File: src/sv/gwcs_pkg.sv
// shared types, codes and constants of the weighted cosine similarity block
`default_nettype none

package gwcs_pkg;

    localparam int RED_BITS = 23;
    localparam int TAYLOR_TERMS = 13;
    localparam int EXP_HALVINGS = 5;

    localparam logic [24:0] ONE24 = 25'h100_0000;
    localparam logic [32:0] ONE32 = 33'h1_0000_0000;
    localparam logic [16:0] SCORE_ONE = 17'h1_0000;

    typedef struct packed {
        logic [31:0] first_mean;
        logic [31:0] first_std;
        logic [31:0] second_mean;
        logic [31:0] second_std;
        logic        last_bin;
    } bin_t;

    typedef struct packed {
        logic [16:0] similarity;
        logic        status;
    } result_t;

    typedef enum logic [5:0] {
        OP_NONE,
        OP_LOAD,
        OP_REDUCE,
        OP_MUL_AA,
        OP_MUL_BB,
        OP_MUL_AB,
        OP_MUL_CC,
        OP_CHECK,
        OP_G_START,
        OP_G_ROOT,
        OP_G_LOAD,
        OP_X_START,
        OP_Z_LOAD,
        OP_T_MUL,
        OP_T_REC,
        OP_T_COR,
        OP_SQ_MUL,
        OP_SQ_LOAD,
        OP_W_MUL,
        OP_W_LOAD,
        OP_P_MUL,
        OP_P_HI,
        OP_P_LO,
        OP_P_ACC,
        OP_N1,
        OP_N2,
        OP_F_CHECK,
        OP_F_ROOT2,
        OP_F_DEN_MUL,
        OP_F_DEN,
        OP_F_DIV,
        OP_F_LOAD,
        OP_EMIT
    } op_t;

    typedef enum logic [5:0] {
        ST_IDLE,
        ST_REDUCE,
        ST_MUL_AA,
        ST_MUL_BB,
        ST_MUL_AB,
        ST_MUL_CC,
        ST_CHECK,
        ST_G_START,
        ST_G_DIV,
        ST_G_SQRT,
        ST_X_START,
        ST_X_DIV,
        ST_T_MUL,
        ST_T_REC,
        ST_T_COR,
        ST_SQ_MUL,
        ST_SQ_LOAD,
        ST_W_MUL,
        ST_W_LOAD,
        ST_P_MUL,
        ST_P_HI,
        ST_P_LO,
        ST_P_ACC,
        ST_N1,
        ST_N2,
        ST_F_CHECK,
        ST_F_SQ1,
        ST_F_SQ2,
        ST_F_DEN,
        ST_F_DIV,
        ST_F_DIVW,
        ST_EMIT
    } state_t;

    typedef struct packed {
        op_t        op;
        logic [3:0] n;
    } cmd_t;

    typedef struct packed {
        logic div_done;
        logic sqrt_done;
        logic s_zero;
        logic exp_zero;
        logic g_one;
        logic last;
        logic norm_zero;
        logic score_one;
        logic out_free;
    } stat_t;

    // floor(2^32 / n) for the taylor term divisors
    function automatic logic [32:0] recip(input logic [3:0] n);
        logic [32:0] r;
        case (n)
            4'd1:    r = 33'd4294967296;
            4'd2:    r = 33'd2147483648;
            4'd3:    r = 33'd1431655765;
            4'd4:    r = 33'd1073741824;
            4'd5:    r = 33'd858993459;
            4'd6:    r = 33'd715827882;
            4'd7:    r = 33'd613566756;
            4'd8:    r = 33'd536870912;
            4'd9:    r = 33'd477218588;
            4'd10:   r = 33'd429496729;
            4'd11:   r = 33'd390451572;
            4'd12:   r = 33'd357913941;
            4'd13:   r = 33'd330382099;
            default: r = 33'd0;
        endcase
        return r;
    endfunction

    function automatic logic [63:0] sat_add(input logic [63:0] a, input logic [63:0] b);
        logic [64:0] s;
        s = {1'b0, a} + {1'b0, b};
        return s[64] ? {64{1'b1}} : s[63:0];
    endfunction

endpackage

`default_nettype wire

File: src/sv/gwcs_ctrl.sv
// controller state machine sequencing the datapath for each bin
`default_nettype none

module gwcs_ctrl import gwcs_pkg::*; (
    input  wire logic  clk,
    input  wire logic  rst_n,
    input  wire logic  bin_valid,
    output logic       bin_stall,
    input  wire stat_t stat,
    output cmd_t       cmd
);

    state_t     state_reg;
    state_t     state_next;
    logic [3:0] cnt_reg;
    logic [3:0] cnt_next;

    always_ff @(posedge clk or negedge rst_n)
    begin
        if (!rst_n)
        begin
            state_reg <= ST_IDLE;
            cnt_reg   <= '0;
        end
        else
        begin
            state_reg <= state_next;
            cnt_reg   <= cnt_next;
        end
    end

    always_comb
    begin
        state_next = state_reg;
        cnt_next   = cnt_reg;
        cmd.op     = OP_NONE;
        cmd.n      = cnt_reg;
        bin_stall  = 1'b1;
        unique case (state_reg)
            ST_IDLE:
            begin
                bin_stall = 1'b0;
                if (bin_valid)
                begin
                    cmd.op     = OP_LOAD;
                    state_next = ST_REDUCE;
                end
            end
            ST_REDUCE:
            begin
                cmd.op     = OP_REDUCE;
                state_next = ST_MUL_AA;
            end
            ST_MUL_AA:
            begin
                cmd.op     = OP_MUL_AA;
                state_next = ST_MUL_BB;
            end
            ST_MUL_BB:
            begin
                cmd.op     = OP_MUL_BB;
                state_next = ST_MUL_AB;
            end
            ST_MUL_AB:
            begin
                cmd.op     = OP_MUL_AB;
                state_next = ST_MUL_CC;
            end
            ST_MUL_CC:
            begin
                cmd.op     = OP_MUL_CC;
                state_next = ST_CHECK;
            end
            ST_CHECK:
            begin
                // degenerate stds or a vanishing exponential skip straight to accumulate
                cmd.op     = OP_CHECK;
                state_next = (stat.s_zero || stat.exp_zero) ? ST_P_MUL : ST_G_START;
            end
            ST_G_START:
            begin
                cmd.op     = OP_G_START;
                state_next = stat.g_one ? ST_X_START : ST_G_DIV;
            end
            ST_G_DIV:
            begin
                if (stat.div_done)
                begin
                    cmd.op     = OP_G_ROOT;
                    state_next = ST_G_SQRT;
                end
            end
            ST_G_SQRT:
            begin
                if (stat.sqrt_done)
                begin
                    cmd.op     = OP_G_LOAD;
                    state_next = ST_X_START;
                end
            end
            ST_X_START:
            begin
                cmd.op     = OP_X_START;
                state_next = ST_X_DIV;
            end
            ST_X_DIV:
            begin
                if (stat.div_done)
                begin
                    cmd.op     = OP_Z_LOAD;
                    cnt_next   = 4'd1;
                    state_next = ST_T_MUL;
                end
            end
            ST_T_MUL:
            begin
                cmd.op     = OP_T_MUL;
                state_next = ST_T_REC;
            end
            ST_T_REC:
            begin
                cmd.op     = OP_T_REC;
                state_next = ST_T_COR;
            end
            ST_T_COR:
            begin
                cmd.op = OP_T_COR;
                if (cnt_reg == 4'(TAYLOR_TERMS))
                begin
                    cnt_next   = 4'd1;
                    state_next = ST_SQ_MUL;
                end
                else
                begin
                    cnt_next   = cnt_reg + 4'd1;
                    state_next = ST_T_MUL;
                end
            end
            ST_SQ_MUL:
            begin
                cmd.op     = OP_SQ_MUL;
                state_next = ST_SQ_LOAD;
            end
            ST_SQ_LOAD:
            begin
                cmd.op = OP_SQ_LOAD;
                if (cnt_reg == 4'(EXP_HALVINGS))
                begin
                    state_next = ST_W_MUL;
                end
                else
                begin
                    cnt_next   = cnt_reg + 4'd1;
                    state_next = ST_SQ_MUL;
                end
            end
            ST_W_MUL:
            begin
                cmd.op     = OP_W_MUL;
                state_next = ST_W_LOAD;
            end
            ST_W_LOAD:
            begin
                cmd.op     = OP_W_LOAD;
                state_next = ST_P_MUL;
            end
            ST_P_MUL:
            begin
                cmd.op     = OP_P_MUL;
                state_next = ST_P_HI;
            end
            ST_P_HI:
            begin
                cmd.op     = OP_P_HI;
                state_next = ST_P_LO;
            end
            ST_P_LO:
            begin
                cmd.op     = OP_P_LO;
                state_next = ST_P_ACC;
            end
            ST_P_ACC:
            begin
                cmd.op     = OP_P_ACC;
                state_next = ST_N1;
            end
            ST_N1:
            begin
                cmd.op     = OP_N1;
                state_next = ST_N2;
            end
            ST_N2:
            begin
                cmd.op     = OP_N2;
                state_next = stat.last ? ST_F_CHECK : ST_IDLE;
            end
            ST_F_CHECK:
            begin
                cmd.op     = OP_F_CHECK;
                state_next = stat.norm_zero ? ST_EMIT : ST_F_SQ1;
            end
            ST_F_SQ1:
            begin
                if (stat.sqrt_done)
                begin
                    cmd.op     = OP_F_ROOT2;
                    state_next = ST_F_SQ2;
                end
            end
            ST_F_SQ2:
            begin
                if (stat.sqrt_done)
                begin
                    cmd.op     = OP_F_DEN_MUL;
                    state_next = ST_F_DEN;
                end
            end
            ST_F_DEN:
            begin
                cmd.op     = OP_F_DEN;
                state_next = ST_F_DIV;
            end
            ST_F_DIV:
            begin
                cmd.op     = OP_F_DIV;
                state_next = stat.score_one ? ST_EMIT : ST_F_DIVW;
            end
            ST_F_DIVW:
            begin
                if (stat.div_done)
                begin
                    cmd.op     = OP_F_LOAD;
                    state_next = ST_EMIT;
                end
            end
            ST_EMIT:
            begin
                if (stat.out_free)
                begin
                    cmd.op     = OP_EMIT;
                    state_next = ST_IDLE;
                end
            end
            default:
            begin
                state_next = ST_IDLE;
            end
        endcase
    end

endmodule

`default_nettype wire

File: config.mk
export PLATFORM = sky130hd
export DESIGN_NAME = gwcs_ctrl
export DESIGN_NICKNAME = d
export VERILOG_FILES = /design/src/sv/gwcs_pkg.sv /design/src/sv/gwcs_ctrl.sv
export SDC_FILE = /design/constraint.sdc
export NUM_CORES = 1
export LEC_CHECK = 0
export CAP_MARGIN = 20
export CORE_ASPECT_RATIO = 1.1
export CORE_MARGIN = 2
export CORE_UTILIZATION = 40
export DETAILED_ROUTE_END_ITERATION = 7
export DONT_BUFFER_PORTS = 1
export PLACE_DENSITY = 0.63
export SLEW_MARGIN = 10
export SYNTH_ARGS = -nofsm -noshare
export SYNTH_HDL_FRONTEND = slang
export SYNTH_SLANG_ARGS = --single-unit
File: constraint.sdc
create_clock -name clk -period 3.1 [get_ports clk]
set_input_delay 0.62 -clock clk [delete_from_list [all_inputs] [get_ports clk]]
set_output_delay 0.62 -clock clk [all_outputs]
set_load 0.005 [all_outputs]
==> flow_summary.html <==
<table>
<tr><th>Metric</th><th>Value</th></tr>
<tr><th colspan="2">Run status</th></tr>
<tr><td>Run status</td><td>complete, no violations</td></tr>
<tr><th colspan="2">Final layout</th></tr>
<tr><td>Area taken by multi-input logic gates</td><td>882 um^2</td></tr>
<tr><td>Flip-flop count of the largest register, all copies and words added</td><td>5</td></tr>
<tr><td>Utilization after layout</td><td>42.1%</td></tr>
<tr><td>Commonest cells after routing, fill and taps aside</td><td>21 x sky130_fd_sc_hd__nand2_1, 15 x sky130_fd_sc_hd__o21ai_0, 13 x sky130_fd_sc_hd__nor2_1</td></tr>
<tr><td>Filler Cells Inserted</td><td>287</td></tr>
<tr><td>Sequential standard cell area</td><td>225 um^2</td></tr>
<tr><td>Area growth from synthesis to layout</td><td>-1.35%</td></tr>
<tr><td>Total Nets Final</td><td>167</td></tr>
<tr><td>Most common cell after layout, fill and taps aside</td><td>sky130_fd_sc_hd__nand2_1</td></tr>
<tr><td>Ratio of cells with drive above 1 in the final layout</td><td>8.55%</td></tr>
<tr><td>Diodes inserted</td><td>0</td></tr>
<tr><th colspan="2">STA</th></tr>
<tr><td>Pins over their slew limit</td><td>0</td></tr>
<tr><td>Total negative slack for setup checks</td><td>0 ps</td></tr>
<tr><td>Final clock period utilization by the worst path</td><td>84.2%</td></tr>
<tr><td>Setup-failing EPs final</td><td>0</td></tr>
<tr><td>Headroom to the max-slew limit</td><td>30.8%</td></tr>
<tr><td>Unrepaired setup endpoints after global routing</td><td>false</td></tr>
<tr><td>Final Skew</td><td>0.592 ps</td></tr>
<tr><td>Transition time at the pin with the least slew margin</td><td>1040 ps</td></tr>
<tr><td>Final Hold Viols</td><td>0</td></tr>
<tr><td>Highest clock frequency the design can meet</td><td>0.383 GHz</td></tr>
<tr><td>Final worst path period need</td><td>2610 ps</td></tr>
<tr><th colspan="2">Detailed routing</th></tr>
<tr><td>Number of optimization iterations in the first detailed-route pass</td><td>4</td></tr>
<tr><td>DRC violations left</td><td>0</td></tr>
<tr><td>Avg WL per Cell</td><td>16.1 um</td></tr>
<tr><td>Initial DRC Count</td><td>70</td></tr>
<tr><td>Via count</td><td>1197</td></tr>
<tr><td>Vias per inst</td><td>6.47</td></tr>
<tr><td>Post-Route WL</td><td>2.99 mm</td></tr>
<tr><td>Antenna viol nets, final</td><td>0</td></tr>
<tr><th colspan="2">Synthesis</th></tr>
<tr><td>Async set-or-reset flop fraction in the synthesized netlist</td><td>100%</td></tr>
<tr><td>Average size of a mapped cell</td><td>7.35 um^2</td></tr>
<tr><td>Synthesis Warnings</td><td>0</td></tr>
<tr><td>Nets in the synthesized netlist</td><td>178</td></tr>
<tr><td>Post-Synthesis Cells</td><td>164</td></tr>
<tr><td>Number of register bits inferred by synthesis</td><td>9</td></tr>
<tr><td>Post-synth design cell area</td><td>0.00121 mm^2</td></tr>
<tr><td>Post-synth EDFFs</td><td>0</td></tr>
<tr><td>Most used DFF post-synth</td><td>sky130_fd_sc_hd__dfrtp_1</td></tr>
<tr><td>Count of unique library cells instantiated by Yosys</td><td>57</td></tr>
<tr><td>Post-synthesis sequential area ratio</td><td>18.7%</td></tr>
<tr><th colspan="2">Critical path</th></tr>
<tr><td>Category of the most critical setup path</td><td>register to output port</td></tr>
<tr><td>Capturing point of the worst reg2reg path</td><td>cnt_reg[3]</td></tr>
<tr><td>Crit path capture type</td><td>output port</td></tr>
<tr><td>Nature of the critical path startpoint</td><td>register</td></tr>
<tr><td>Number of cell instances on the worst register-to-register path</td><td>5</td></tr>
<tr><td>Last element of the critical path</td><td>cmd[7]</td></tr>
<tr><td>Critical path peak fanout</td><td>37</td></tr>
<tr><td>Source of the worst register-to-register timing path</td><td>state_reg[4]</td></tr>
<tr><td>Arrival time worst endpoint</td><td>1990 ps</td></tr>
<tr><td>Launch point of the critical path</td><td>state_reg[4]</td></tr>
<tr><td>Register-to-register setup slack</td><td>770 ps</td></tr>
<tr><td>Worst EP required</td><td>2480 ps</td></tr>
<tr><th colspan="2">GRT</th></tr>
<tr><td>Initial antenna violation count</td><td>0</td></tr>
<tr><td>GRT Overall Usage</td><td>17.6%</td></tr>
<tr><td>Vias in the first global route</td><td>1042</td></tr>
<tr><td>Global-route wire length before repair</td><td>4.93 mm</td></tr>
<tr><td>Pin count of the biggest net entering global routing</td><td>38</td></tr>
<tr><td>Total global routing overflow</td><td>0</td></tr>
<tr><th colspan="2">Floorplanning</th></tr>
<tr><td>Number of primary I/O pins</td><td>23</td></tr>
<tr><td>Die height</td><td>61.6 um</td></tr>
<tr><td>Starting density of the core</td><td>42.7%</td></tr>
<tr><td>Die area</td><td>0.00347 mm^2</td></tr>
<tr><td>Core area</td><td>0.00283 mm^2</td></tr>
<tr><td>Core Rows</td><td>20</td></tr>
<tr><td>Floorplan die width</td><td>56.4 um</td></tr>
<tr><th colspan="2">Clocking</th></tr>
<tr><td>Hold bufs inserted after CTS</td><td>0</td></tr>
<tr><td>Clock buffer depth</td><td>2</td></tr>
<tr><td>Count of buffers added by post-CTS timing repair for setup</td><td>0</td></tr>
<tr><td>Cell at the root of the clock tree</td><td>sky130_fd_sc_hd__clkbuf_4</td></tr>
<tr><td>Clock tree from TritonCTS</td><td>done</td></tr>
<tr><td>Maximum level of the CTS H-tree</td><td>1</td></tr>
<tr><td>Clock transition at the registers of the reported paths</td><td>60 ps</td></tr>
<tr><td>Total number of clock tree sinks</td><td>9</td></tr>
<tr><td>CTS buffer count</td><td>3</td></tr>
<tr><td>Number of instances resized during post-cts repair</td><td>0</td></tr>
<tr><td>Skew-Pair Late Insertion Delay</td><td>250 ps</td></tr>
<tr><th colspan="2">Pwr</th></tr>
<tr><td>Peak supply drop</td><td>0.877 mV</td></tr>
<tr><td>Power per cell area</td><td>1040 mW/mm^2</td></tr>
<tr><td>P_leak</td><td>0.447 nW</td></tr>
<tr><th colspan="2">Flow run</th></tr>
<tr><td>Reported max-cap violation count</td><td>0</td></tr>
<tr><th colspan="2">Place</th></tr>
<tr><td>Final RePlAce weighted congestion</td><td>0.784</td></tr>
<tr><td>Half-perimeter wire length after placement</td><td>2.15 mm</td></tr>
<tr><td>Count of buffers from port buffering</td><td>0</td></tr>
<tr><th colspan="2">Min path</th></tr>
<tr><td>Class of the tightest hold or removal check</td><td>input port to async pin</td></tr>
</table>
[power by group]
part | leakage (nW) | switching, mW | internal, mW
clock | 0.0150 | 0.0367 | 0.0493
sequential | 0.111 | 0.269 | 0.164
combinational | 0.321 | 0.368 | 0.345
total | 0.447 | 0.674 | 0.558
[metrics by stage]
stage / power, mW / hold slack (ps) / instance area [um^2] / std cells / setup WS [ps]
3_3_place_gp: 1.12 / 325 / 1160 / 181 / 835
2_1_floorplan: 1.03 / 324 / 1210 / 164 / 1070
5_1_grt: 1.37 / 36.2 / 1190 / 185 / 250
3_5_place_dp: 1.14 / 325 / 1160 / 181 / 769
4_1_cts: 1.23 / 46.5 / 1190 / 185 / 489
6_report: 1.23 / 58.2 / 1190 / 185 / 489
[worst max-delay path: stages (launching register included)]
cell and delay (ps):
sky130_fd_sc_hd__dfrtp_1 760, sky130_fd_sc_hd__nor2_1 410, sky130_fd_sc_hd__o21ai_0 130, sky130_fd_sc_hd__o21ai_0 100
sky130_fd_sc_hd__nand2b_1 70, sky130_fd_sc_hd__a32o_1 270
[synthesized netlist by cell type (all sizes together) (2+ instances only)]
master   instances  area [um^2]
nand2           22         90.1
buf             15         83.8
o21ai           15         75.1
nor2            13         48.8
dfrtp            9          225
a21oi            7         35.0
nand2b           6         40.0
nor3             6         30.0
nand3            5         25.0
o211ai           4         35.0
a22o             3         26.3
and3             3         23.8
mux2i            3         30.0
nand3b           3         22.5
nand4            3         18.8
nor3b            3         22.5
o22ai            3         18.8
a21boi           2         15.0
a21o             2         15.0
a221oi           2         17.5
and3b            2         17.5
clkbuf           2         7.51
ha               2         25.0
inv              2         7.51
nor4b            2         23.8
o2bb2ai          2         17.5
o31a             2         26.3
[worst min-delay path by stage]
| stage | startpoint | to | slack (ps) |
|---|---|---|---|
| 6_report | rst_n | state_reg[1] | 60 |
| 5_1_grt | rst_n | cnt_reg[2] | 40 |
| 4_1_cts | rst_n | state_reg[1] | 50 |
| 3_5_place_dp | rst_n | cnt_reg[3] | 320 |
| 3_3_place_gp | rst_n | cnt_reg[3] | 320 |
| 2_1_floorplan | rst_n | cnt_reg[0] | 320 |
[cell type report]
cell class	instances	share of cell area, %
clock buffer	4	2.21
inverter	2	0.631
multi-input combinational	136	74.1
sequential	9	18.9
tap	33	3.47
timing repair buffer	1	0.631
[cell families (layout without fill, tap and decap cells)]
kind of cell,after synthesis,after routing,share of synthesized area [%]
AO/OA/AOI/OAI,56,56,33.5
buffers and inverters,19,7,8.20
multiplexers,3,3,2.49
adder cells (fa/ha/maj),2,2,2.07
flip-flops,9,9,18.7
AND/OR/NAND/NOR,75,75,35.1
[layer usage]
metal | vias up | global-route usage (%) | share of wire (%)
met1 | 565 | 25.3 | 48
met2 | 31 | 26.6 | 46
li1 | 599 | - | -
met4 | 0 | 5.44 | 0.34
met3 | 2 | 3.78 | 5.6
met5 | - | 0 | 0
No activity file was read; power rests on OpenSTA's default activity.
